File: src/hw/rtl/awmq_pkg.sv
// Shared types, constants and the divider step for the alpha-weighted quad reduce.
// No dependencies.
package awmq_pkg;

  localparam int NUM_CH      = 3;
  localparam int CH_W        = 8;
  localparam int PIX_W       = 32;
  localparam int ALPHA_LSB   = 24;
  localparam int WGT_W       = 8;
  localparam int DVS_W       = WGT_W + 1;
  localparam int REM_W       = CH_W + WGT_W + 1;
  localparam int QUO_W       = CH_W;
  localparam int STEPS       = 2;
  localparam int DIV_STAGES  = QUO_W / STEPS;
  localparam logic [CH_W-1:0] ALPHA_OPAQUE = 8'hFF;
  localparam logic [CH_W-1:0] ALPHA_CLEAR  = 8'h00;

  typedef struct packed {
    logic [REM_W-1:0] rem;
    logic [DVS_W-1:0] dvs;
    logic [QUO_W-1:0] quo;
  } awmq_lane_t;

  typedef struct packed {
    awmq_lane_t [NUM_CH-1:0] lane;
    logic                    opaque;
  } awmq_pair_t;

  // index 0: upper pair, index 1: lower pair
  typedef awmq_pair_t [1:0] awmq_quad_t;

  // One restoring step; remainder is shifted left so the divisor window stays fixed.
  function automatic awmq_lane_t div_step(input awmq_lane_t l);
    awmq_lane_t       r;
    logic [REM_W-1:0] win;
    logic [REM_W-1:0] nr;
    logic             ge;
    r   = l;
    win = {l.dvs, {(REM_W-DVS_W-1){1'b0}}, 1'b0} >> 1;
    ge  = (l.rem >= win);
    nr  = ge ? (l.rem - win) : l.rem;
    r.rem = {nr[REM_W-2:0], 1'b0};
    r.quo = {l.quo[QUO_W-2:0], ge};
    return r;
  endfunction

endpackage

File: src/hw/rtl/awmq_weigh.sv
// First stage: alpha weights, channel products and divisors for both pairs.
// Depends on awmq_pkg.
module awmq_weigh import awmq_pkg::*; (
  input  logic             clk,
  input  logic             rst,
  input  logic             src_valid,
  output logic             src_ready,
  input  logic [PIX_W-1:0] top_left,
  input  logic [PIX_W-1:0] top_right,
  input  logic [PIX_W-1:0] bottom_right,
  input  logic [PIX_W-1:0] bottom_left,
  input  logic             dst_ready,
  output logic             dst_valid,
  output awmq_quad_t       dst_quad
);

  awmq_quad_t quad_next;

  function automatic awmq_pair_t weigh(input logic [PIX_W-1:0] p, input logic [PIX_W-1:0] q);
    awmq_pair_t         r;
    logic [WGT_W-1:0]   wp;
    logic [WGT_W-1:0]   wq;
    logic               both_clear;
    logic [2*CH_W-1:0]  mp;
    logic [2*CH_W-1:0]  mq;
    wp = p[ALPHA_LSB +: WGT_W];
    wq = q[ALPHA_LSB +: WGT_W];
    both_clear = (wp == '0) && (wq == '0);
    if (both_clear) begin
      wp = WGT_W'(1);
      wq = WGT_W'(1);
    end
    r.opaque = !both_clear;
    for (int k = 0; k < NUM_CH; k++) begin
      mp = (2*CH_W)'(p[k*CH_W +: CH_W]) * (2*CH_W)'(wp);
      mq = (2*CH_W)'(q[k*CH_W +: CH_W]) * (2*CH_W)'(wq);
      r.lane[k].rem = REM_W'(mp) + REM_W'(mq);
      r.lane[k].dvs = DVS_W'(wp) + DVS_W'(wq);
      r.lane[k].quo = '0;
    end
    return r;
  endfunction

  assign src_ready = !dst_valid || dst_ready;

  always_comb begin
    quad_next[0] = weigh(top_left, top_right);
    quad_next[1] = weigh(bottom_left, bottom_right);
  end

  always_ff @(posedge clk) begin
    if (rst) begin
      dst_valid <= 1'b0;
    end else if (src_ready) begin
      dst_valid <= src_valid;
    end
  end

  always_ff @(posedge clk) begin
    if (src_ready && src_valid) begin
      dst_quad <= quad_next;
    end
  end

endmodule

File: src/hw/rtl/awmq_div_stage.sv
// Divider stage: STEPS quotient bits for all six channel lanes.
// Depends on awmq_pkg.
module awmq_div_stage import awmq_pkg::*; (
  input  logic       clk,
  input  logic       rst,
  input  logic       src_valid,
  output logic       src_ready,
  input  awmq_quad_t src_quad,
  input  logic       dst_ready,
  output logic       dst_valid,
  output awmq_quad_t dst_quad
);

  awmq_quad_t quad_next;

  assign src_ready = !dst_valid || dst_ready;

  always_comb begin
    quad_next = src_quad;
    for (int p = 0; p < 2; p++) begin
      for (int k = 0; k < NUM_CH; k++) begin
        for (int s = 0; s < STEPS; s++) begin
          quad_next[p].lane[k] = div_step(quad_next[p].lane[k]);
        end
      end
    end
  end

  always_ff @(posedge clk) begin
    if (rst) begin
      dst_valid <= 1'b0;
    end else if (src_ready) begin
      dst_valid <= src_valid;
    end
  end

  always_ff @(posedge clk) begin
    if (src_ready && src_valid) begin
      dst_quad <= quad_next;
    end
  end

endmodule

File: src/hw/rtl/awmq_merge.sv
// Final stage: blends the two pair results (alphas only 0 or 255) into the output pixel.
// Depends on awmq_pkg.
module awmq_merge import awmq_pkg::*; (
  input  logic             clk,
  input  logic             rst,
  input  logic             src_valid,
  output logic             src_ready,
  input  awmq_quad_t       src_quad,
  input  logic             dst_ready,
  output logic             dst_valid,
  output logic [PIX_W-1:0] pixel
);

  logic [PIX_W-1:0] pixel_next;
  logic [CH_W:0]    mean;
  logic             up_op;
  logic             lo_op;

  assign src_ready = !dst_valid || dst_ready;
  assign up_op     = src_quad[0].opaque;
  assign lo_op     = src_quad[1].opaque;

  always_comb begin
    pixel_next = '0;
    mean       = '0;
    pixel_next[ALPHA_LSB +: CH_W] = (up_op || lo_op) ? ALPHA_OPAQUE : ALPHA_CLEAR;
    for (int k = 0; k < NUM_CH; k++) begin
      mean = {1'b0, src_quad[0].lane[k].quo} + {1'b0, src_quad[1].lane[k].quo};
      if (up_op && !lo_op) begin
        pixel_next[k*CH_W +: CH_W] = src_quad[0].lane[k].quo;
      end else if (lo_op && !up_op) begin
        pixel_next[k*CH_W +: CH_W] = src_quad[1].lane[k].quo;
      end else begin
        pixel_next[k*CH_W +: CH_W] = mean[CH_W:1];
      end
    end
  end

  always_ff @(posedge clk) begin
    if (rst) begin
      dst_valid <= 1'b0;
    end else if (src_ready) begin
      dst_valid <= src_valid;
    end
  end

  always_ff @(posedge clk) begin
    if (src_ready && src_valid) begin
      pixel <= pixel_next;
    end
  end

endmodule

File: src/hw/rtl/alpha_weighted_mip_quad_reduce.sv
// Alpha-weighted 2x2 mipmap reduce: one quad in, one pixel out.
// Registered pipeline: weighting, four 2-bit divider stages, merge.
// Throughput one quad per cycle while pixel_stall is low; each stage holds while stalled and fills bubbles.
// Synchronous active-high reset clears all valid bits; data registers are not reset.
// Depends on awmq_pkg, awmq_weigh, awmq_div_stage, awmq_merge.
module alpha_weighted_mip_quad_reduce import awmq_pkg::*; (
  input  logic             clk,
  input  logic             rst,
  input  logic             quad_valid,
  output logic             quad_stall,
  input  logic [PIX_W-1:0] top_left,
  input  logic [PIX_W-1:0] top_right,
  input  logic [PIX_W-1:0] bottom_right,
  input  logic [PIX_W-1:0] bottom_left,
  output logic             pixel_valid,
  input  logic             pixel_stall,
  output logic [PIX_W-1:0] reduced_pixel
);

  logic       vld [DIV_STAGES+1];
  logic       rdy [DIV_STAGES+2];
  awmq_quad_t quad [DIV_STAGES+1];

  assign quad_stall = !rdy[0];

  awmq_weigh u_weigh (
    .clk          (clk),
    .rst          (rst),
    .src_valid    (quad_valid),
    .src_ready    (rdy[0]),
    .top_left     (top_left),
    .top_right    (top_right),
    .bottom_right (bottom_right),
    .bottom_left  (bottom_left),
    .dst_ready    (rdy[1]),
    .dst_valid    (vld[0]),
    .dst_quad     (quad[0])
  );

  for (genvar g = 0; g < DIV_STAGES; g++) begin : g_div
    awmq_div_stage u_div (
      .clk       (clk),
      .rst       (rst),
      .src_valid (vld[g]),
      .src_ready (rdy[g+1]),
      .src_quad  (quad[g]),
      .dst_ready (rdy[g+2]),
      .dst_valid (vld[g+1]),
      .dst_quad  (quad[g+1])
    );
  end

  awmq_merge u_merge (
    .clk       (clk),
    .rst       (rst),
    .src_valid (vld[DIV_STAGES]),
    .src_ready (rdy[DIV_STAGES+1]),
    .src_quad  (quad[DIV_STAGES]),
    .dst_ready (!pixel_stall),
    .dst_valid (pixel_valid),
    .pixel     (reduced_pixel)
  );

endmodule

File: config.mk
export PLATFORM = sky130hd
export DESIGN_NAME = alpha_weighted_mip_quad_reduce
export DESIGN_NICKNAME = d
export VERILOG_FILES = /design/src/hw/rtl/awmq_pkg.sv /design/src/hw/rtl/awmq_weigh.sv /design/src/hw/rtl/awmq_div_stage.sv /design/src/hw/rtl/awmq_merge.sv /design/src/hw/rtl/alpha_weighted_mip_quad_reduce.sv
export SDC_FILE = /design/constraint.sdc
export NUM_CORES = 2
export LEC_CHECK = 0
export ABC_AREA = 0
export BUFFER_PORTS_ARGS = -buffer_cell sky130_fd_sc_hd__buf_2
export CORE_MARGIN = 2
export CORE_UTILIZATION = 35
export CTS_CLUSTER_SIZE = 8
export DETAILED_ROUTE_END_ITERATION = 8
export PLACE_DENSITY = 0.58
export SLEW_MARGIN = 15
export SYNTH_ARGS = -nofsm -noshare
export SYNTH_HDL_FRONTEND = slang
export SYNTH_HIERARCHICAL = 1
export SYNTH_SLANG_ARGS = --single-unit
File: constraint.sdc
create_clock -name clk -period 8.35 [get_ports clk]
set_input_delay 1.2525 -clock clk [delete_from_list [all_inputs] [get_ports clk]]
set_output_delay 1.2525 -clock clk [all_outputs]
set_load 0.03 [all_outputs]
## Yosys cells after proc, flatten, opt, wreduce, memory -nomap -nowiden

Index checks and enable logic that the tools add are counted.

| word-level totals | value |
|---|---|
| register bits | 630 |
| bits in latches | 0 |
| bits in writable memories | 0 |
| ROM bits | 0 |
| input port bits | 132 |
| output and inout bits | 34 |
| word-level logic and storage cells | 290 |
| memories kept | 0 |

| cells by class | value |
|---|---|
| add/sub/neg operators | 53 |
| multipliers | 12 |
| divide/modulo/power cells | 0 |
| $lt $le $gt $ge | 48 |
| eq/ne operators | 0 |
| shifts and indexed selects | 0 |
| mux-type cells | 53 |
| bitwise logic cells | 0 |
| reductions and logical operators | 33 |

Operators with widths:

| operator | count |
|---|---|
| $ge 17x16->1 | 48 |
| $mux 16 | 42 |
| $sub 16x16->16 | 42 |
| $mul 8x8->16 | 12 |
| $add 16x16->17 | 6 |
| $mux 8 | 11 |
| $add 8x8->9 | 5 |
| $logic_not 8->1 | 4 |
| $logic_not 1->1 | 12 |
| $logic_and 1x1->1 | 10 |
| $logic_or 1x1->1 | 7 |

## Depth between registers and ports, before layout

| logic depth | value |
|---|---|
| depth after elaboration | 8 |
| gate-level depth with buffers | 23 |
| depth with buffers taken out | 21 |

## Modules after synthesis

Netlist, hierarchy kept.

By module, submodules not included:

| module | instances | cells each | area each (µm²) | seq. area each (µm²) |
|---|---|---|---|---|
| awmq_div_stage | 4 | 966 | 11,853.9 | 5,845.6 |
| awmq_weigh | 1 | 3,396 | 31,894.3 | 3,683.5 |
| awmq_merge | 1 | 239 | 2,298.5 | 770.7 |
| alpha_weighted_mip_quad_reduce | 1 | 2 | 7.5 | 0.0 |

## Worst setup path before layout

No wires, ideal clock.

| path | value |
|---|---|
| path type | input -> register |
| from | input port pixel_stall |
| to | register g_div[0].u_div/dst_quad[0] (netlist bit), enable pin |
| library setup time | 0.577 ns |
| arrival | 6.305 ns |
| required time | 7.773 ns |
| setup slack | 1.468 ns |
| stages on the path | 7 |
| path buffers | 0 |
| cells stage by stage | inv_1 -> nand2b_1 -> nand2b_1 -> nand2b_1 -> nand2b_1 -> nand2b_1 -> and2_1 |

RTL lines:

| item | line | RTL |
|---|---|---|
| start: declaration | alpha_weighted_mip_quad_reduce.sv:16 | `input logic pixel_stall,` |
| end signal: assignment | awmq_div_stage.sv:39 | `dst_quad <= quad_next;` |
| end: declaration | awmq_div_stage.sv:11 | `output awmq_quad_t dst_quad` |

==> results.ini <==
[place]
finalWeightedCongestion=0.8326
io_buffers=165
post-dp-hpwl_mm=134.8
place_area_mm2=0.07708

[clocking]
cts_tree=done
cts_sinks=713
worstSkewPairLatency_ps=700
ctsHoldBuffers=0
cts_resized=0
cts_buffer_depth=3
numCtsBuffers=101
cts_setup_buffers=0
cts_root_buf=clkbuf_16
h-tree-depth=3
path_clk_slew_ps=50

[cells_and_area]
seqCellArea_mm2=0.02135
postLayoutCoreUtil_pct=38.50
fin_nets=8823
fill_cells=20450
finalInstanceArea_mm2=0.07996
multi_input_area_mm2=0.04640
drive_above_1_share_pct=9.852
syn2layout_area_growth_pct=9.118

[sta]
max_slew_margin_pct=19.70
worstMarginPinSlew_ps=1197
post-route-period-util_pct=82.24
fin_tns_setup_ps=0
fin_crit_ps=6867
grt_setup_unrepaired=no
fmax_mhz=145.6
final-max-slew-violation-count=0
hold_viol_final=0
setup_violations=0
timing.hold.ws_ps=392.1
clock_skew_ps=38.86

[worst_setup_path]
critPathCaptureType=flop
critPathLaunch=bottom_right[29]
rr_startpoint=u_weigh/dst_quad[78]$_DFFE_PP_
cp_data_required_time_ps=8780
critical_path_class=in2reg
path_max_fanout=26
crit_path_start_kind=primary input
arrival_ps=7300

[synth]
ys_warn_count=6
avgSynthCellArea_um2=10.40
synth_cells=7043
synth_area_mm2=0.07328

[die]
dieArea_mm2=0.2130
fp.dieW_um=461.6
rows=167
start_util_pct=35.28
fp.dieH_um=461.6
io_pins=166
coreArea_mm2=0.2077

[grt]
antenna_found_initial=2
grt_max_degree=147
track_usage_pct=16.04
grt_pass1_wl_mm=277.3
grt_overflow_total=0
first_global_vias=51800

[min_path]
hp-class=reg2reg
hp-start=g_div[1].u_div/dst_quad[69]$_DFFE_PP_

[power]
p_leak_nw=35.73
p_per_area_mw_per_mm2=433.4
ir_worst_vdd_mv=0.3487

[detailed_routing]
wire_per_inst_um=16.96
drt-pass1-iter-count=6
drc=0
via_per_inst=4.952
drt_iter0_drc=2442
antenna_left=0
dr_total_vias=49650
wl_mm=170.0

[flow_run]
max-cap-violations=0

[run_status]
outcome=finished, final reports clean

[stage by stage]
step / setup WS, ps / std cells / power [W]
finish: 1483 / 10030 / 0.03465
global route: 923.1 / 10030 / 0.03821
CTS: 1582 / 10030 / 0.03489
detailed placement: 812.9 / 9882 / 0.03078
global placement: 940.7 / 9882 / 0.03041
floorplan: 1612 / 7076 / 0.02562
[state kept, by name (all words and copies together) (netlist names)]
signal and count:
g_div.u_div/dst_valid 4, u_weigh/dst_valid 1, u_weigh/dst_quad 122, u_merge/pixel 25
g_div.u_div/dst_quad 560, u_merge/dst_valid 1
[where the power goes]
group | switching, W | internal, W | total (W) | leakage [nW]
combinational | 0.0132 | 0.0113 | 0.0245 | 27.7
clock | 0.00154 | 0.00226 | 0.00380 | 1.38
sequential | 0.000441 | 0.00590 | 0.00634 | 6.60
[cell usage in the layout (no fill, tap or decap), types with 16 or more instances in the layout]
master and count:
xor2_1 120, conb_1 36, nor4_1 66, o22ai_1 22, o31a_1 34, mux2_2 281
clkbuf_16 101, nor2b_1 85, a211oi_1 37, nand3_1 65, or3_1 34, and2_1 542
fa_1 635, o41ai_1 18, or4_1 16, buf_4 45, a21boi_0 18, inv_1 1229
ha_1 859, mux2i_1 76, buf_2 165, a31oi_1 34, o21bai_1 27, o211ai_1 17
a21oi_1 309, a21o_1 118, nor3_1 105, o21ai_0 107, xnor2_1 208, or2_2 33
nand2b_1 32, o21a_1 44, nand4_1 78, edfxtp_1 707, and3_1 19, nand2_1 371
nor2_1 293, clkbuf_1 29
[final timing paths]
check | to | cells after the start | slack [ps]
worst max-delay path | u_weigh/dst_quad[137]$_DFFE_PP_ | 19 | 1480
worst min-delay path | g_div[2].u_div/dst_quad[71]$_DFFE_PP_ | 0 | 390
worst max register to register | g_div[0].u_div/dst_quad[33]$_DFFE_PP_ | 16 | 2150
worst min register to register | g_div[2].u_div/dst_quad[71]$_DFFE_PP_ | 0 | 390
[routing by layer]
layer / wire length (um) / global-route usage [%] / vias up
li1: - / - / 24090
met1: 80310 / 22.17 / 24620
met2: 81110 / 27.22 / 781
met3: 6164 / 1.628 / 159
met4: 2424 / 3.263 / 0
met5: 0 / 0 / -
[cell type report]
type                            count  share of cell area (%)
Sequential cell                   713                   26.70
Multi-Input combinational cell   4938                   58.03
Timing Repair Buffer              213                   1.530
Antenna cell                        1                0.003130
Clock buffer                      131                   3.314
Tap cell                         2788                   4.363
Clock inverter                     12                  0.2832
Inverter                         1230                   5.774
[critical path, stage by stage]
cell      delay [ps]
buf_2            280
nor4_1           330
nand4_1          190
nand2b_1         650
nand2_1          170
fa_1             510
fa_1             510
inv_1             50
fa_1             490
fa_1             420
fa_1             510
inv_1             50
fa_1             470
inv_1             40
ha_1             410
nand4_1          160
or3_1            370
o21ai_0          290
xnor2_1          130
Note: power is estimated with default switching activity, not from simulation.
